$ cat src/hdl/lcn_pkg.sv
// shared types and constants for the local contrast normalizer
package lcn_pkg;

	localparam logic [1:0] REG_IMG_WIDTH     = 2'd0;
	localparam logic [1:0] REG_IMG_HEIGHT    = 2'd1;
	localparam logic [1:0] REG_WINDOW_RADIUS = 2'd2;

	// 0.0001 + 0.01 in units of 2^-28
	localparam logic [21:0] BIAS_Q28 = 22'd2711199;

	localparam int PIX_W = 16;
	localparam int OUT_W = 24;
	// widest dividend: |p| * 2^28 plus half the divisor
	localparam int NUM_W = 45;
	localparam int FRAC_SHIFT = 28;
	localparam logic [OUT_W-1:0] OUT_POS_MAX = 24'h7FFFFF;
	localparam logic [OUT_W-1:0] OUT_NEG_MIN = 24'h800000;

	typedef enum logic {
		OP_ADD = 1'b0,
		OP_SUB = 1'b1
	} alu_op_t;

	typedef enum logic [1:0] {
		DK_LOAD  = 2'd0,
		DK_DRAIN = 2'd1,
		DK_SD    = 2'd2,
		DK_QUO   = 2'd3
	} div_kind_t;

	typedef enum logic [11:0] {
		ST_IDLE = 12'b000000000001,
		ST_DIV  = 12'b000000000010,
		ST_LDWR = 12'b000000000100,
		ST_WSET = 12'b000000001000,
		ST_WIN  = 12'b000000010000,
		ST_MULN = 12'b000000100000,
		ST_MULS = 12'b000001000000,
		ST_SUBD = 12'b000010000000,
		ST_SQRT = 12'b000100000000,
		ST_DENS = 12'b001000000000,
		ST_RND  = 12'b010000000000,
		ST_OUT  = 12'b100000000000
	} state_t;

endpackage

$ cat src/hdl/lcn_addsub.sv
// shared wide add/subtract unit with carry out (no borrow on subtract)
module lcn_addsub #(
	parameter int UW = 48
) (
	input  logic [UW-1:0]     a,
	input  logic [UW-1:0]     b,
	input  lcn_pkg::alu_op_t  op,
	output logic [UW-1:0]     sum,
	output logic              co
);
	logic [UW-1:0] b_eff;

	assign b_eff = (op == lcn_pkg::OP_SUB) ? ~b : b;
	assign {co, sum} = {1'b0, a} + {1'b0, b_eff} + {{UW{1'b0}}, (op == lcn_pkg::OP_SUB)};
endmodule

$ cat config.mk
export PLATFORM = sky130hd
export DESIGN_NAME = lcn_addsub
export DESIGN_NICKNAME = d
export VERILOG_FILES = /design/src/hdl/lcn_pkg.sv /design/src/hdl/lcn_addsub.sv
export SDC_FILE = /design/constraint.sdc
export NUM_CORES = 1
export LEC_CHECK = 0
export ABC_CLOCK_PERIOD_IN_PS = 7150
export BUFFER_PORTS_ARGS = -buffer_cell sky130_fd_sc_hd__buf_2
export CAP_MARGIN = 20
export CORE_ASPECT_RATIO = 0.8
export CORE_MARGIN = 2
export CORE_UTILIZATION = 54
export DETAILED_ROUTE_END_ITERATION = 10
export PLACE_DENSITY = 0.94
export SLEW_MARGIN = 20
export SYNTH_ARGS = -nofsm -noshare
export SYNTH_HDL_FRONTEND = slang
export SYNTH_SLANG_ARGS = --single-unit
$ cat constraint.sdc
create_clock -name vclk -period 7.15
set_input_delay 1.43 -clock vclk [all_inputs]
set_output_delay 1.43 -clock vclk [all_outputs]
set_load 0.05 [all_outputs]
==> results of run 1 <==
metrics by stage:
step	hold slack [ns]	setup slack, ns
2_1_floorplan	3.13	0.669
4_1_cts	3.23	1.00
3_5_place_dp	3.23	1.03
3_3_place_gp	3.23	1.13
5_1_grt	3.24	0.731
6_report	3.23	0.974
power groups by stage:
stage / combinational (mW) / clock [mW] / sequential (mW)
3_3_place_gp: 0.861 / 0 / 0
6_report: 0.881 / 0 / 0
3_5_place_dp: 0.870 / 0 / 0
2_1_floorplan: 0.680 / 0 / 0
5_1_grt: 0.931 / 0 / 0
4_1_cts: 0.873 / 0 / 0
worst max-delay path: cells and delay by family:
kind,cells,cell delay [ns]
compound gates,6,1.38
buf+inv,3,0.96
fa+ha+maj,1,0.43
simple gates,2,0.42
xor+xnor,1,0.11
cell type report:
cell class                      count  area, µm²
Fill cell                         516       1850
Multi-Input combinational cell    416       3070
Inverter                           13       48.8
Timing Repair Buffer              148        746
Tap cell                           81        101
synthesized netlist by cell type (2+ instances only):
cell / instances
xnor2_1: 30
nand4_1: 12
ha_1: 50
a221o_1: 2
o21bai_1: 10
and3_1: 2
o21ai_1: 4
o21ai_2: 2
nor4b_1: 2
xor2_1: 61
o21a_1: 6
and4_1: 2
nand2_1: 33
nand3_1: 11
a211oi_1: 4
a21o_1: 28
nand2b_1: 2
and2_1: 3
o31ai_1: 2
inv_1: 13
clkbuf_1: 18
o21ai_0: 21
o31a_1: 2
o211ai_1: 3
nor3_1: 4
o31ai_2: 2
nor2b_1: 3
a21oi_1: 53
a31oi_1: 12
nor2_1: 31
a2111oi_0: 2
how the worst max path moves through the flow:
stage	to	slack, ns	from
floorplan	sum[40]	0.67	op
global placement	sum[40]	1.13	op
detailed placement	co	1.03	op
CTS	co	1.00	op
global route	sum[43]	0.73	op
finish	co	0.97	op
metal layers:
metal  global-route usage, %  wire length, µm  vias to the layer above
li1                        -                -                     1899
met1                    38.7             4380                     1792
met2                    47.2             4520                      221
met3                    1.45              802                       20
met4                    4.96              157                        0
met5                       0                0                        -
cells by family after synthesis:
logic type | count (synthesis) | synth area share (%)
xor gates and xnor gates | 91 | 24.9
and+or+nand+nor | 110 | 16.5
adders and majority gates | 51 | 20.2
muxes | 1 | 0.313
buffers and inverters | 33 | 3.91
AOI/OAI and AO/OA | 163 | 34.1
layout by cell type, fill, tap and decap left out, drive strengths merged, types with 2 or more instances in the layout:
cell type and count:
inv 13, a221o 2, ha 50, nand2 34
o21bai 10, a211oi 4, nand4 12, nor2b 3
nor2 31, a21o 28, o211ai 4, o21a 6
nor3 4, xor2 61, nor4b 2, o21ai 27
nand3 11, a21oi 54, buf 148, nand2b 2
and2 4, a31oi 12, o31a 2, xnor2 30
o31ai 4, and3 2, a2111oi 3, and4 2
==> flow_metrics.tcl, run 1 <==
set metrics [dict create \
    drive_gt1_share_pct 27.9 \
    die_w_um 90.0 \
    combPwrFrac_pct 100.0 \
    hold_end "sum[0]" \
    final_util_pct 68.2 \
    rows 25 \
    min_period_ns 6.18 \
    clockBufferCount 0 \
    syn_to_final_growth_pct 24.1 \
    io_buffers 146 \
    ctsHoldBuffers 0 \
    coreArea_um2 5820 \
    via_count 3932 \
    dr.pass1.iters 5 \
    seq_area_um2 0 \
    synth_top_area_share_pct 19.6 \
    leakagePower_nw 2.03 \
    fmax_mhz 162 \
    slew_viol_final 0 \
    yosys-top-cells-area "ha_1 20%, xor2_1 17%, a21oi_1 8.3%" \
    diodes 0 \
    relSlewSlack_pct 59.3 \
    tns_ns 0 \
    crit_top_cell "buf_2" \
    ys_seq_area_share_pct 0 \
    layout.nets 727 \
    detailedRoute.firstIterationViolations 337 \
    period_share_pct 86.4 \
    rsz0062_at_grt "false" \
    finalSetupViolCount 0 \
    internal_power_mw 0.255 \
    via_per_inst 5.98 \
    max_stage_delay_ns 0.47 \
    power_mw 0.881 \
    p_switching_mw 0.626 \
    wl_per_cell_um 15.0 \
    grt.total_usage_pct 27.4 \
    grt_pass1_vias 3382 \
    path_cells "buf_2 -> buf_4 -> xor2_1 -> ha_1 -> nand2_2 -> nor4_2 -> o311ai_2 -> a2111oi_4 -> o21ai_2 -> a21oi_4 -> a31oi_1 -> o21ai_1 -> buf_2" \
    crit_path_max_fanout 17 \
    irDropWorstVdd_uv 133 \
    antenna_left 0 \
    worstPathRequired_ns 5.72 \
    place_hpwl_mm 8.37 \
    cts_setup_buffers 0 \
    maxCapViolations 0 \
    grt_overflow_total 0 \
    post_cts_resized 0 \
    worst_pin_slew_ns 0.594 \
    initial_utilization_pct 54.9 \
    n_sequential_cell 0 \
    endpoint_kind "output port" \
    fin_cells 658 \
    synth_top_area_cell "ha_1" \
    worstSetupPathType "input pin to output port" \
    post-route-drc-count 0 \
    io_pins 146 \
    yosysWarnings 0 \
    hp-class "input pin to output port" \
    die-area_um2 6560 \
    routabilityCongestion 0.968 \
    hold_start "a[0]" \
    avgSynthCellArea_um2 7.12 \
    hold_viol_final 0 \
    crit_path_top_delay_cell "a2111oi_4" \
    grt_pass1_wl_mm 15.4 \
    seqPwrFrac_pct 0 \
    fp.dieH_um 72.8 \
    cp_data_arrival_time_ns 4.75 \
    pwr-share-clk_pct 0 \
    worstSetupStartpointType "input pin" \
    outcome "finished, final reports clean" \
    grt_max_degree 20 \
    cellPowerDensity_nw_per_um2 222 \
    dp_cells 658 \
    synth.distinct_cells 50 \
    final_area_um2 3970 \
    dpl_cell_area_um2 3970 \
    syn_area_um2 3200 \
    routed_wirelength_mm 9.87 \
    antenna_found_initial 0 \
    p_sw_share_pct 71.0 \
    synthCells 449 \
    synth.net_count 597 \
    hold_depth 3 \
]
(Power assumes the default switching activity.)
==> inputs of run 2 (changes only) <==
ABC_AREA = 1   (was default)
CORE_UTILIZATION = 59   (was 54)
PLACE_DENSITY = 0.91   (was 0.94)
==> flow_metrics.tcl, run 2 <==
set metrics [dict create \
    hold_ws_ns 3.22 \
    synth.most_common_cell "nand2_1" \
    initial_utilization_pct 61.9 \
    final_area_um2 5490 \
    layout_common_cells "347 x nand2_1, 185 x inv_1, 146 x buf_2" \
    use_met2_pct 55.3 \
    ctsHoldBuffers 0 \
    fmax_mhz 174 \
    synth_common_cells "347 x nand2_1, 185 x inv_1, 69 x xor2_1" \
    p_sw_share_pct 73.4 \
    finalSetupViolCount 0 \
    synth_top_area_share_pct 28.1 \
    period_share_pct 80.5 \
    slew_viol_final 0 \
    leakagePower_nw 3.53 \
    avgSynthCellArea_um2 5.14 \
    hp-class "input pin to output port" \
    post-route-drc-count 0 \
    internal_power_mw 0.261 \
    diodes 0 \
    tns_ns 0 \
    io_pins 146 \
    use_met1_pct 57.3 \
    relSlewSlack_pct 50.7 \
    rows 28 \
    die_w_um 103 \
    cts_setup_buffers 0 \
    min_period_ns 5.75 \
    ys_seq_area_share_pct 0 \
    dpl_cell_area_um2 5490 \
    grt_overflow_total 0 \
    place_hpwl_mm 14.3 \
    grt_pass1_wl_mm 25.2 \
    dr.pass1.iters 5 \
    crit_path_max_fanout 46 \
    worstSetupStartpointType "input pin" \
    rsz0062_at_grt "false" \
    hold_viol_final 0 \
    cellPowerDensity_nw_per_um2 179 \
    coreArea_um2 7500 \
    antenna_found_initial 0 \
    outcome "finished, final reports clean" \
    worst_pin_slew_ns 0.739 \
    pwr-share-clk_pct 0 \
    detailedRoute.firstIterationViolations 520 \
    antenna_left 0 \
    wl_per_cell_um 13.9 \
    layout.nets 1194 \
    gr-max-usage-layer "met1" \
    syn_to_final_growth_pct 18.2 \
    cp_data_arrival_time_ns 4.32 \
    place_ws_ns 1.52 \
    fp.dieH_um 83.3 \
    synth.net_count 1050 \
    yosysWarnings 0 \
    met3_usage_pct 4.46 \
    maxCapViolations 0 \
    irDropWorstVdd_uv 133 \
    final_common_cell "nand2_1" \
    combPwrFrac_pct 100.0 \
    p_switching_mw 0.719 \
    synth_top_area_cell "nand2_1" \
    post_cts_resized 0 \
    hold_depth 3 \
    grt_pass1_vias 5238 \
    endpoint_kind "output port" \
    routabilityCongestion 1.03 \
    synth.distinct_cells 27 \
    drive_gt1_share_pct 20.4 \
    die-area_um2 8600 \
    io_buffers 146 \
    n_sequential_cell 0 \
    synthCells 902 \
    yosys-top-cells-area "nand2_1 28%, inv_1 15%, ha_1 13%" \
    worstSetupPathType "input pin to output port" \
    via_count 5889 \
    grt.total_usage_pct 36.7 \
    grt_max_degree 47 \
    syn_area_um2 4640 \
    via_per_inst 5.13 \
    post-route-worst-setup-slack_ns 1.40 \
    worstPathRequired_ns 5.72 \
    clockBufferCount 0 \
    seqPwrFrac_pct 0 \
    seq_area_um2 0 \
    routed_wirelength_mm 15.9 \
]
## run 2: cell types whose count changed in the layout (fill, tap and decap cells not counted), sizes merged, moves of 17 or more
cell	delta
nor2	+54
nand3	+29
nand2	+335
a21o	-27
xnor2	-23
a21oi	-17
inv	+178
o21ai	-21
## run 2: logic make-up after synthesis
kind of cell    after synthesis  share of synthesized area, %
compound gates               54                          6.50
xor+xnor                     76                          14.3
fa+ha+maj                    51                          13.9
buf+inv                     198                          16.1
simple gates                523                          49.1
## run 2: critical path: stages
cell	delay (ns)
buf_2	0.13
buf_4	0.60
xor2_1	0.16
ha_1	0.47
nand2_1	0.11
nor2_1	0.24
nand2_2	0.12
clkinv_1	0.07
nand4_1	0.08
nand3b_1	0.22
xor2_1	0.34
buf_2	0.33
## run 2: per-layer routing
layer | share of wire (%) | wire length [µm] | vias to the layer above
met3 | 11 | 1730 | 20
met4 | 1.1 | 171 | 0
li1 | - | - | 3000
met5 | 0 | 0 | -
met2 | 41 | 6560 | 284
met1 | 47 | 7470 | 2585
## run 2: area by class of cell
type | instances | area [µm²]
repair buffers | 147 | 738
multi-input cells | 704 | 3890
fillers | 753 | 2010
well taps | 105 | 131
inverters | 193 | 724
## run 2: final timing paths
kind                  start  endpoint  slack (ns)
worst min-delay path   a[0]    sum[0]        3.22
worst max-delay path     op   sum[19]        1.40
## run 2: power groups by stage
stage | combinational [mW] | sequential [mW] | clock (mW)
2_1_floorplan | 0.727 | 0 | 0
3_3_place_gp | 0.953 | 0 | 0
3_5_place_dp | 0.960 | 0 | 0
4_1_cts | 0.964 | 0 | 0
5_1_grt | 1.05 | 0 | 0
6_report | 0.979 | 0 | 0
## run 2: per-stage QoR
stage | instances | util (%) | total power, mW
floorplan | 902 | - | 0.727
global placement | 1149 | 73.2 | 0.953
detailed placement | 1149 | 73.2 | 0.960
CTS | 1149 | 73.2 | 0.964
global route | 1149 | 73.2 | 1.05
finish | 1149 | 73.2 | 0.979
==> inputs of run 3 (changes only) <==
ABC_CLOCK_PERIOD_IN_PS = 5690   (was 7150)
CORE_UTILIZATION = 55   (was 59)
PLACE_DENSITY = 0.85   (was 0.91)
clock period = 5.69 ns   (was 7.15 ns; I/O delays follow)
==> flow_metrics.tcl, run 3 (synthesis results as in run 2) <==
set metrics [dict create \
    outcome "finished, final reports clean" \
    fmax_mhz 215 \
    worstSetupStartpointType "input pin" \
    grt.total_usage_pct 33.0 \
    hp-class "input pin to output port" \
    grt_pass1_wl_mm 24.4 \
    period_share_pct 81.8 \
    initial_utilization_pct 57.6 \
    fp.dieH_um 86.2 \
    rsz0062_at_grt "false" \
    n_sequential_cell 0 \
    path_delay_family "simple AND/OR/NAND/NOR gates" \
    crit_path_top_delay_cell "fa_1" \
    seq_area_um2 0 \
    cellPowerDensity_nw_per_um2 222 \
    rows 29 \
    fin_cells 1152 \
    dp_cells 1152 \
    relSlewSlack_pct 67.6 \
    path_cells "buf_2 -> buf_12 -> nand2_1 -> nand2_1 -> inv_1 -> fa_1 -> inv_1 -> nand3_1 -> nand3_1 -> nand2_1 -> nand2_2 -> inv_1 -> o21bai_2 -> nand2_1 -> nand2_1 -> nand2_1 -> nand2_1 -> buf_2" \
    antenna_left 0 \
    worst_pin_slew_ns 0.485 \
    routed_wirelength_mm 15.6 \
    max_stage_delay_ns 0.41 \
    die_w_um 107 \
    cts_setup_buffers 0 \
    tns_ns 0 \
    layout.nets 1194 \
    min_period_ns 4.65 \
    finalSetupViolCount 0 \
    place_hpwl_mm 13.9 \
    cp_num_buf_inv 6 \
    crit_top_cell "nand2_1" \
    routabilityCongestion 1.04 \
    power_mw 1.22 \
    slew_viol_final 0 \
    detailedRoute.firstIterationViolations 443 \
    crit_path_max_fanout 48 \
    via_per_inst 5.01 \
    io_pins 146 \
    wl_per_cell_um 13.5 \
    worstPathRequired_ns 4.55 \
    irDropWorstVdd_uv 173 \
    layout_common_cells "347 x nand2_1, 185 x inv_1, 146 x buf_2" \
    io_buffers 146 \
    grt_pass1_vias 5068 \
    coreArea_um2 8060 \
    drive_gt1_share_pct 20.4 \
    ctsHoldBuffers 0 \
    syn_to_final_growth_pct 18.5 \
    final_common_cell "nand2_1" \
    clockBufferCount 0 \
    post_cts_resized 0 \
    via_count 5766 \
    grt_max_degree 49 \
    leakagePower_nw 3.53 \
    worstSetupPathType "input pin to output port" \
    n_fill_cell 848 \
    dr.pass1.iters 5 \
    diodes 0 \
    final_util_pct 68.3 \
    cp_data_arrival_time_ns 3.51 \
    maxCapViolations 0 \
    grt_overflow_total 0 \
    post-route-drc-count 0 \
    hold_viol_final 0 \
    die-area_um2 9190 \
    endpoint_kind "output port" \
    multiInputGateArea_um2 3890 \
    antenna_found_initial 0 \
]
-- run 3: routing by layer --
| layer | vias to the layer above | track usage [%] | wire length, µm |
|---|---|---|---|
| met2 | 221 | 50.6 | 6470 |
| li1 | 3005 | - | - |
| met4 | 0 | 2.01 | 124 |
| met3 | 14 | 5.32 | 1390 |
| met5 | - | 0 | 0 |
| met1 | 2526 | 50.3 | 7620 |
-- run 3: tightest hold or removal path: stages --
cell	delay [ns]
buf_2	0.09
xor2_1	0.06
buf_2	0.20
-- run 3: final cells by class --
class	instances	area share, %
tap	108	2.46
inverter	193	13.2
multi-input combinational	704	70.7
timing repair buffer	147	13.6
-- run 3: report_power, final --
part	internal (mW)	switching, mW
clock	0	0
sequential	0	0
combinational	0.329	0.894
total	0.329	0.894
-- run 3: through the flow --
step                      cell area (µm²)  setup slack [ns]  hold slack [ns]
after detailed placement             5500              1.03             2.63
after global routing                 5500             0.763             2.64
after floorplan                      4640              1.04             2.54
final                                5500              1.04             2.63
after CTS                            5500              1.02             2.63
after global placement               5500              1.09             2.62
-- run 3: worst paths after layout --
path | cells after the start | endpoint | slack [ns] | from
setup / recovery | 18 | co | 1.04 | op
hold / removal | 3 | sum[0] | 2.63 | a[0]
